--- config.mk ---
export PLATFORM = sky130hd
export DESIGN_NAME = wmmmv_divider
export DESIGN_NICKNAME = d
export VERILOG_FILES = /design/src/wmmmv_pkg.sv /design/src/wmmmv_divider.sv
export SDC_FILE = /design/constraint.sdc
export NUM_CORES = 1
export LEC_CHECK = 0
export BUFFER_PORTS_ARGS = -buffer_cell sky130_fd_sc_hd__buf_2
export CAP_MARGIN = 20
export CORE_MARGIN = 1.5
export CORE_UTILIZATION = 55
export CTS_CLUSTER_DIAMETER = 100
export DETAILED_ROUTE_END_ITERATION = 12
export GPL_ROUTABILITY_DRIVEN = 0
export PLACE_DENSITY_LB_ADDON = 0.1
export SYNTH_ARGS = -nofsm -noshare
export SYNTH_HDL_FRONTEND = slang
export SYNTH_SLANG_ARGS = --single-unit
--- constraint.sdc ---
create_clock -name clock -period 7.15 [get_ports clock]
set_clock_uncertainty 0.1 [all_clocks]
set_input_delay 1.0725 -clock clock [delete_from_list [all_inputs] [get_ports clock]]
set_output_delay 1.0725 -clock clock [all_outputs]
set_load 0.05 [all_outputs]
--- src/wmmmv_pkg.sv ---
// Package: shared widths, constants and the divider status type.
`default_nettype none
package wmmmv_pkg;

   localparam int DATA_W            = 32;
   localparam int ACC_W             = 64;
   localparam int FRAC_W            = 16;
   localparam int DIV_STEPS         = 32;
   localparam int DEFAULT_MAX_ITEMS = 1024;

   localparam logic [DATA_W-1:0] ONE_Q16 = 32'h0001_0000;
   localparam logic [DATA_W-1:0] TOP32   = 32'hFFFF_FFFF;

   typedef struct packed {
      logic busy;
      logic done;
   } div_sts_type;

endpackage
`default_nettype wire

--- src/wmmmv_divider.sv ---
// Iterative Q16.16 divider: floor(numer * 2^16 / denom), saturated to 32 bits.
`default_nettype none
module wmmmv_divider
   import wmmmv_pkg::*;
#(
   parameter int DEN_W = 43
) (
   input  wire logic                clock,
   input  wire logic                reset,
   input  wire logic                start,
   input  wire logic [ACC_W-1:0]    numer,
   input  wire logic [DEN_W-1:0]    denom,
   output div_sts_type              sts,
   output logic      [DATA_W-1:0]   quot
);

   localparam int STEP_W = $clog2(DIV_STEPS);

   logic                busy_ff, busy_in;
   logic                done_ff, done_in;
   logic [STEP_W-1:0]   step_ff, step_in;
   logic [DEN_W-1:0]    rem_ff, rem_in;
   logic [DEN_W-1:0]    den_ff, den_in;
   logic [DATA_W-1:0]   dvd_ff, dvd_in;
   logic [DATA_W-1:0]   quot_ff, quot_in;

   logic [ACC_W:0]      den_shift;
   logic [DEN_W:0]      trial;
   logic                fits;

   always_comb begin
      den_shift = (ACC_W+1)'(denom) << FRAC_W;
      trial     = {rem_ff, dvd_ff[DATA_W-1]};
      fits      = trial >= {1'b0, den_ff};

      busy_in = busy_ff;
      done_in = 1'b0;
      step_in = step_ff;
      rem_in  = rem_ff;
      den_in  = den_ff;
      dvd_in  = dvd_ff;
      quot_in = quot_ff;

      if (start) begin
         den_in = denom;
         if ({1'b0, numer} >= den_shift) begin
            // quotient would not fit in 32 bits: saturate
            quot_in = TOP32;
            done_in = 1'b1;
         end else begin
            rem_in  = DEN_W'(numer >> FRAC_W);
            dvd_in  = {numer[FRAC_W-1:0], {(DATA_W-FRAC_W){1'b0}}};
            step_in = STEP_W'(DIV_STEPS - 1);
            busy_in = 1'b1;
         end
      end else if (busy_ff) begin
         rem_in  = fits ? DEN_W'(trial - {1'b0, den_ff}) : trial[DEN_W-1:0];
         quot_in = {quot_ff[DATA_W-2:0], fits};
         dvd_in  = {dvd_ff[DATA_W-2:0], 1'b0};
         step_in = step_ff - STEP_W'(1);
         if (step_ff == '0) begin
            busy_in = 1'b0;
            done_in = 1'b1;
         end
      end
   end

   always_ff @(posedge clock) begin
      if (reset) begin
         busy_ff <= 1'b0;
         done_ff <= 1'b0;
      end else begin
         busy_ff <= busy_in;
         done_ff <= done_in;
      end
      step_ff <= step_in;
      rem_ff  <= rem_in;
      den_ff  <= den_in;
      dvd_ff  <= dvd_in;
      quot_ff <= quot_in;
   end

   assign sts.busy = busy_ff;
   assign sts.done = done_ff;
   assign quot     = quot_ff;

endmodule
`default_nettype wire

==> summary.txt, run 1 <==
Run status
  • Status: finished, final reports clean

Clock tree
  • CTS buffer count: 17
  • Root Driver: clkbuf_16
  • Setup Fix Bufs, Post-CTS: 0
  • Worst-case clock buffer depth: 2
  • CTS tree: built
  • # H-tree levels: 4
  • Clock Latency Late Sink: 0.43 ns
  • Sink Count: approximately 140
  • CTS clock-pin slew for the worst setup and hold paths: 0.06 ns
  • # hold bufs at CTS: 0
  • Post-cts resize count: 0

Synthesis
  • Netlist cell types: 63
  • Main synth FF type: edfxtp_1
  • Top-area cell type share of the netlist area: between 40% and 50%
  • Yosys warns: 0
  • Post-synth EDFFs: 139
  • Synth area leader: edfxtp_1
  • Register area share after synthesis: between 40% and 50%
  • Area of the mapped netlist: 9470 um2
  • Number of synthesized register bits: 141
  • Fraction of registers with async set/reset: 0%
  • Post-synth net total: approximately 1100
  • Mean Syn Cell Area: around 10 um2
  • Count leader, synth: edfxtp_1
  • Most area-consuming cells after synthesis: edfxtp_1 (44%), ha_1 (11%), mux2_2 (5.4%), inv_1 (4.5%), a21oi_1 (4.4%)
  • Synth Instances: 923
  • Top post-synthesis cells by count: edfxtp_1 (139), inv_1 (113), ha_1 (87)

Critical path
  • Crit path top cell by count: a21oi_1
  • Worst Path Buf+Inv: 2
  • Stages on worst setup path: 12
  • Worst-case reg-to-reg path depth: 11
  • CP Data Required Time: 7.11 ns
  • Crit Path Max Fanout: 43
  • Crit path kind: in2reg
  • Critical path's top delay family: compound AO/OA/AOI/OAI gates
  • CP Launch Type: input port
  • CP endpoint kind: register
  • CP cell instances: buf_2, ha_1, a21oi_1, o21bai_1, a21oi_1, nor3_1, a2111oi_0, o2111ai_1, a21oi_1, o21ai_0, o21ai_4, buf_4
  • WP data arrival: approximately 4.7 ns
  • Slowest-stage cell, CP: a2111oi_0
  • CP peak stage delay: 0.87 ns

Place
  • Placement Setup Slack: 2.21 ns
  • Hpwl dp: around 15000 um
  • I/O Buffers: around 140

Layout
  • N_diodes: 0
  • Share of cells above drive strength 1: 24.9%
  • # fillers: ~1400
  • Final nets: 1253
  • Area Overhead vs Synth: 15.6%
  • Utilization after layout: between 60% and 70%

Detailed routing
  • Wirelength per Cell: 16.4 um
  • Drt drc: 0
  • DR vias/cell: 5.63
  • Routed wire length: 21200 um
  • Drt first pass iters: 5
  • Post-DRT Antenna Nets: 0
  • Detailed-route via count: 7246
  • 1st-iter DRT viols: 582

Global routing
  • Overflow after GRT: 0
  • M1 GR Usage: 34.3%
  • All-Layer GR Usage: between 20% and 30%
  • Grt met2 use: 39.3%
  • Largest net degree at the start of global routing: 116
  • Vias in the first global route: slightly above 7000
  • Antenna violations before repair: 1
  • Top Usage Layer GRT: met2
  • First-pass GRT wire length: 35100 um
  • GR met3 Demand/Resource: 5.48%

STA
  • Setup violators final: 0
  • Crit path time final: 4.75 ns
  • RSZ-0062 raised after global routing: false
  • Normalized max-slew margin: between 30% and 40%
  • Hold slack final: ~0.43 ns
  • Final period util: about two thirds
  • Setup TNS: 0 ns
  • Worst-margin pin slew: 1.02 ns
  • Final Max Slew Viols: 0
  • Final hold viol count: 0
  • Setup ws final: approximately 2.4 ns
  • Fmax: 211 MHz

Worst hold path
  • Hold depth: 1
  • Hold crit path type: reg2reg

Pwr
  • Final Total Pwr: 2.27 mW
  • Max VDD drop: between 0.15 and 0.2 mV
  • Cell area power density: 207 nW/um2
  • Pleak: 4.65 nW

Floorplan
  • Die Y: 134 um
  • Row count: 47
  • Starting density of the core: 56.7%
  • Die ar.: 18000 um2
  • Die X-Extent: 134 um
  • I/O pins: 144
  • CORE AREA: 16700 um2

Flow run
  • Max Cap Violations: 0
kinds of logic after synthesis:
family                     after synthesis  synth area share (%)
DFF                                    141                  44.5
buffers and inverters                  147                  6.33
muxes                                   49                  5.77
AOI/OAI and AO/OA                      232                  15.6
adders and majority gates               88                  11.7
and+or+nand+nor                        229                  12.7
xor gates and xnor gates                37                  3.42
registers in the layout, summed over array words and instances (netlist names):
signal,count
quot,32
busy_ff,1
dvd_ff,16
done_ff,1
rem_ff,43
den_ff,43
step_ff,5
per-layer routing:
metal | wire length, um | part of all wire [%] | vias to the layer above
met5 | 13 | 0.061 | -
met4 | 276 | 1.3 | 2
met3 | 978 | 4.6 | 31
met2 | 9760 | 46 | 178
met1 | 10100 | 48 | 3403
li1 | - | - | 3632
metrics by stage:
stage	area (um2)	cells
after floorplan	9470	923
after global placement	10300	1256
after detailed placement	10300	1256
after CTS	10900	1288
after global routing	10900	1288
final	10900	1288
path summary, 6_finish.rpt:
path                              endpoint  slack, ns  startpoint
worst min-delay path              quot[15]       0.43    quot[14]
worst max-delay path            rem_ff[29]       2.40   numer[41]
worst max register to register   rem_ff[5]       3.01   den_ff[0]
worst min register to register    quot[15]       0.43    quot[14]
layout by cell type, fill, tap and decap left out, drive strengths merged, types with 33 or more instances in the layout:
master  netlist  final
a21oi        83     83
nand2        43     43
edfxtp      139    139
o21ai        42     42
a21o         33     33
nor2         54     54
buf          14    147
mux2         45     45
ha           87     87
or2          35     35
inv         113    119
cell type report:
class,instances,area [um2],area share [%]
well taps,220,275,2.51
clock inverters,15,178,1.62
multi-input cells,635,4680,42.7
inverters,113,424,3.87
repair buffers,147,752,6.87
clock buffers,17,425,3.89
flip-flops and latches,141,4210,38.5
power breakdown:
group | switching, mW | internal [mW] | total [mW]
Sequential | 0.00890 | 0.943 | 0.952
Clock | 0.401 | 0.498 | 0.899
Combinational | 0.240 | 0.179 | 0.419
worst register-to-register path: stages (launching register included):
cell      delay [ns]
edfxtp_1        0.38
ha_1            0.23
fa_1            0.41
nor2b_1         0.22
o31ai_1         0.13
a21oi_1         0.27
o31a_1          0.23
o21ai_1         0.17
o41ai_4         0.37
buf_4           0.69
mux2_2          0.45
mux2_2          0.25
No activity file was read; power rests on OpenSTA's default activity.
==> run 2, diff against run 1 <==
Settings changed: CORE_UTILIZATION 55 to 53.
Clock period 7.15 ns to 4 ns, I/O delays scaled along.
==> summary.txt, run 2 (synthesis gave the netlist of run 1 again) <==
STA
  • Final period util: 91.4%
  • Setup TNS: 0 ns (unchanged)
  • Fmax: 274 MHz
  • Normalized max-slew margin: 60.0% (was 30.1%)
  • Final hold viol count: 0 (unchanged)
  • Setup ws final: 0.345 ns (was 2.40 ns)
  • Setup violators final: 0 (unchanged)
  • Worst-margin pin slew: 0.600 ns (was 1.02 ns)
  • Final Max Slew Viols: 0 (unchanged)
  • Hold slack final: 0.226 ns (was 0.426 ns)
  • RSZ-0062 raised after global routing: false (unchanged)
  • Crit path time final: 3.65 ns

Layout
  • # fillers: 1459 (was 1377)
  • Multi-input gate area: 4680 um2 (unchanged)
  • Commonest cells after routing, fill and taps aside: buf_2 (142), edfxtp_1 (139), inv_1 (113) (unchanged)
  • N_diodes: 0 (unchanged)
  • Final nets: 1265 (was 1253)
  • Area Overhead vs Synth: 17.2% (was 15.6%)
  • Most common library cell in the layout ignoring fill and taps: buf_2 (unchanged)
  • Register area: 4210 um2 (unchanged)
  • Share of cells above drive strength 1: 25.7% (was 24.9%)

Floorplan
  • Die Y: 137 um (was 134 um)
  • CORE AREA: 17400 um2 (was 16700 um2)
  • Row count: 48 (was 47)
  • I/O pins: 144 (unchanged)
  • Die X-Extent: 137 um (was 134 um)
  • Die ar.: 18700 um2 (was 18000 um2)
  • Starting density of the core: 54.6% (was 56.7%)

Global routing
  • First-pass GRT wire length: 34700 um (was 35100 um)
  • Vias in the first global route: 6997 (was 7147)
  • Overflow after GRT: 0 (unchanged)
  • Largest net degree at the start of global routing: 67 (was 116)
  • All-Layer GR Usage: 24.2% (was 24.6%)
  • Antenna violations before repair: 0 (was 1)

Flow run
  • Max Cap Violations: 0 (unchanged)

Clock tree
  • Root Driver: clkbuf_16 (unchanged)
  • # H-tree levels: 4 (unchanged)
  • Worst-case clock buffer depth: 2 (unchanged)
  • Sink Count: 141 (unchanged)
  • Setup Fix Bufs, Post-CTS: 0 (unchanged)
  • CTS tree: built (unchanged)
  • # hold bufs at CTS: 0 (unchanged)
  • CTS clock-pin slew for the worst setup and hold paths: 0.07 ns (was 0.06 ns)
  • CTS buffer count: 17 (unchanged)
  • Post-cts resize count: 0 (unchanged)
  • Clock Latency Late Sink: 0.44 ns (was 0.43 ns)

Critical path
  • Crit path kind: reg2reg (was in2reg)
  • R2r startpoint: den_ff[0] (unchanged)
  • Worst Path Buf+Inv: 1 (was 2)
  • CP Launch Type: register (was input port)
  • WP data arrival: 3.75 ns (was 4.71 ns)
  • Crit path top cell by count: mux2_2 (was a21oi_1)
  • Crit Path Max Fanout: 39 (was 43)
  • Worst-case reg-to-reg path depth: 11 (unchanged)
  • CP Data Required Time: 4.09 ns (was 7.11 ns)
  • Critical R2R Capture: rem_ff[30] (was rem_ff[5])
  • CP endpoint kind: register (unchanged)
  • Slowest-stage cell, CP: o41ai_4 (was a2111oi_0)
  • Critical path's top delay family: compound AO/OA/AOI/OAI gates (unchanged)
  • Flop2flop setup slack: 0.35 ns (was 3.01 ns)
  • CP peak stage delay: 0.48 ns (was 0.87 ns)
  • CP cell instances: ha_1, fa_1, nor2b_1, o31ai_1, a21oi_1, o31a_1, o21ai_1, o41ai_4, buf_12, mux2_2, mux2_2 (was buf_2, ha_1, a21oi_1, o21bai_1, a21oi_1, nor3_1, a2111oi_0, o2111ai_1, a21oi_1, o21ai_0, o21ai_4, buf_4)

Pwr
  • Portion of total power attributed to sequential cells: 41.6% (was 41.9%)
  • Sw Ratio: 29.9% (was 28.6%)
  • Sw Pwr: 1.22 mW (was 650 uW)
  • Cell area power density: 368 nW/um2 (was 207 nW/um2)
  • Max VDD drop: 0.303 mV (was 0.155 mV)
  • Internal power: 2.86 mW (was 1.62 mW)
  • Logic pwr share: 18.9% (was 18.5%)
  • Pleak: 4.73 nW (was 4.65 nW)
  • Clock group share of total power: 39.5% (was 39.6%)
  • Final Total Pwr: 4.08 mW (was 2.27 mW)

Detailed routing
  • Routed wire length: 21700 um (was 21200 um)
  • Detailed-route via count: 7336 (was 7246)
  • Wirelength per Cell: 16.6 um (was 16.4 um)
  • Post-DRT Antenna Nets: 0 (unchanged)
  • Drt first pass iters: 5 (unchanged)
  • Drt drc: 0 (unchanged)
  • 1st-iter DRT viols: 540 (was 582)
  • DR vias/cell: 5.62 (was 5.63)

Worst hold path
  • Hold crit path type: in2reg (was reg2reg)
  • Hold Path Sink: busy_ff (was quot[15])
  • Hold depth: 2 (was 1)
  • Hold Startpoint: reset (was quot[14])

Run status
  • Status: finished, final reports clean (unchanged)

Place
  • I/O Buffers: 143 (unchanged)
  • Placement Setup Slack: 0.206 ns (was 2.21 ns)
  • Hpwl dp: 16200 um (was 15400 um)
run 2: cell types whose count changed in the layout (fill, tap and decap cells not counted):
cell,before,now
buf_4,4,12
buf_12,0,4
clkinv_8,3,6
clkinvlp_4,2,0
inv_6,4,2
inv_8,2,4
bufinv_16,1,0
run 2: worst reg2reg max path: cells and delay by family (launching register included):
kind | cells | cell delay, ns
mux | 2 | 0.65
flops | 1 | 0.37
buf+inv | 1 | 0.26
fa+ha+maj | 2 | 0.62
simple gates | 1 | 0.20
compound gates | 5 | 1.22
run 2: through the flow:
stage	instance area, um2	util, %	std cells
after floorplan	9480	-	923
after global placement	10500	60.5	1273
after detailed placement	10500	60.5	1273
after CTS	11100	64.0	1305
after global routing	11100	64.0	1305
final	11100	64.0	1305
run 2: worst max path at each step:
| stage | start | end | slack [ns] | cells after the start |
|---|---|---|---|---|
| final | den_ff[0] | rem_ff[30] | 0.35 | 11 |
| after global routing | rem_ff[17] | rem_ff[7] | 0.09 | 12 |
| after CTS | den_ff[0] | rem_ff[30] | 0.33 | 11 |
| after detailed placement | denom[27] | quot[18] | 0.21 | 14 |
| after global placement | denom[31] | quot[25] | 0.31 | 14 |
| after floorplan | denom[31] | quot[0] | 0.35 | 11 |
run 2: final cells by class:
cell class | count | share of cell area, %
multi-input cells | 635 | 42.2
flip-flops and latches | 141 | 37.9
repair buffers | 159 | 8.03
clock buffers | 17 | 3.83
inverters | 113 | 3.82
well taps | 225 | 2.54
clock inverters | 15 | 1.68
run 2: metal layers:
| metal | global-route usage (%) | share of wire (%) |
|---|---|---|
| met1 | 33.7 | 47 |
| met3 | 5.30 | 5.3 |
| met5 | 0 | 0 |
| met4 | 8.69 | 2.2 |
| met2 | 37.1 | 45 |
run 2: power by group through the flow:
stage,registers (mW),clock network [mW],logic [mW]
3_3_place_gp,1.73,0,0.755
4_1_cts,1.70,1.64,0.769
3_5_place_dp,1.73,0,0.761
2_1_floorplan,1.75,0,0.518
6_report,1.70,1.61,0.771
5_1_grt,1.70,1.70,0.862
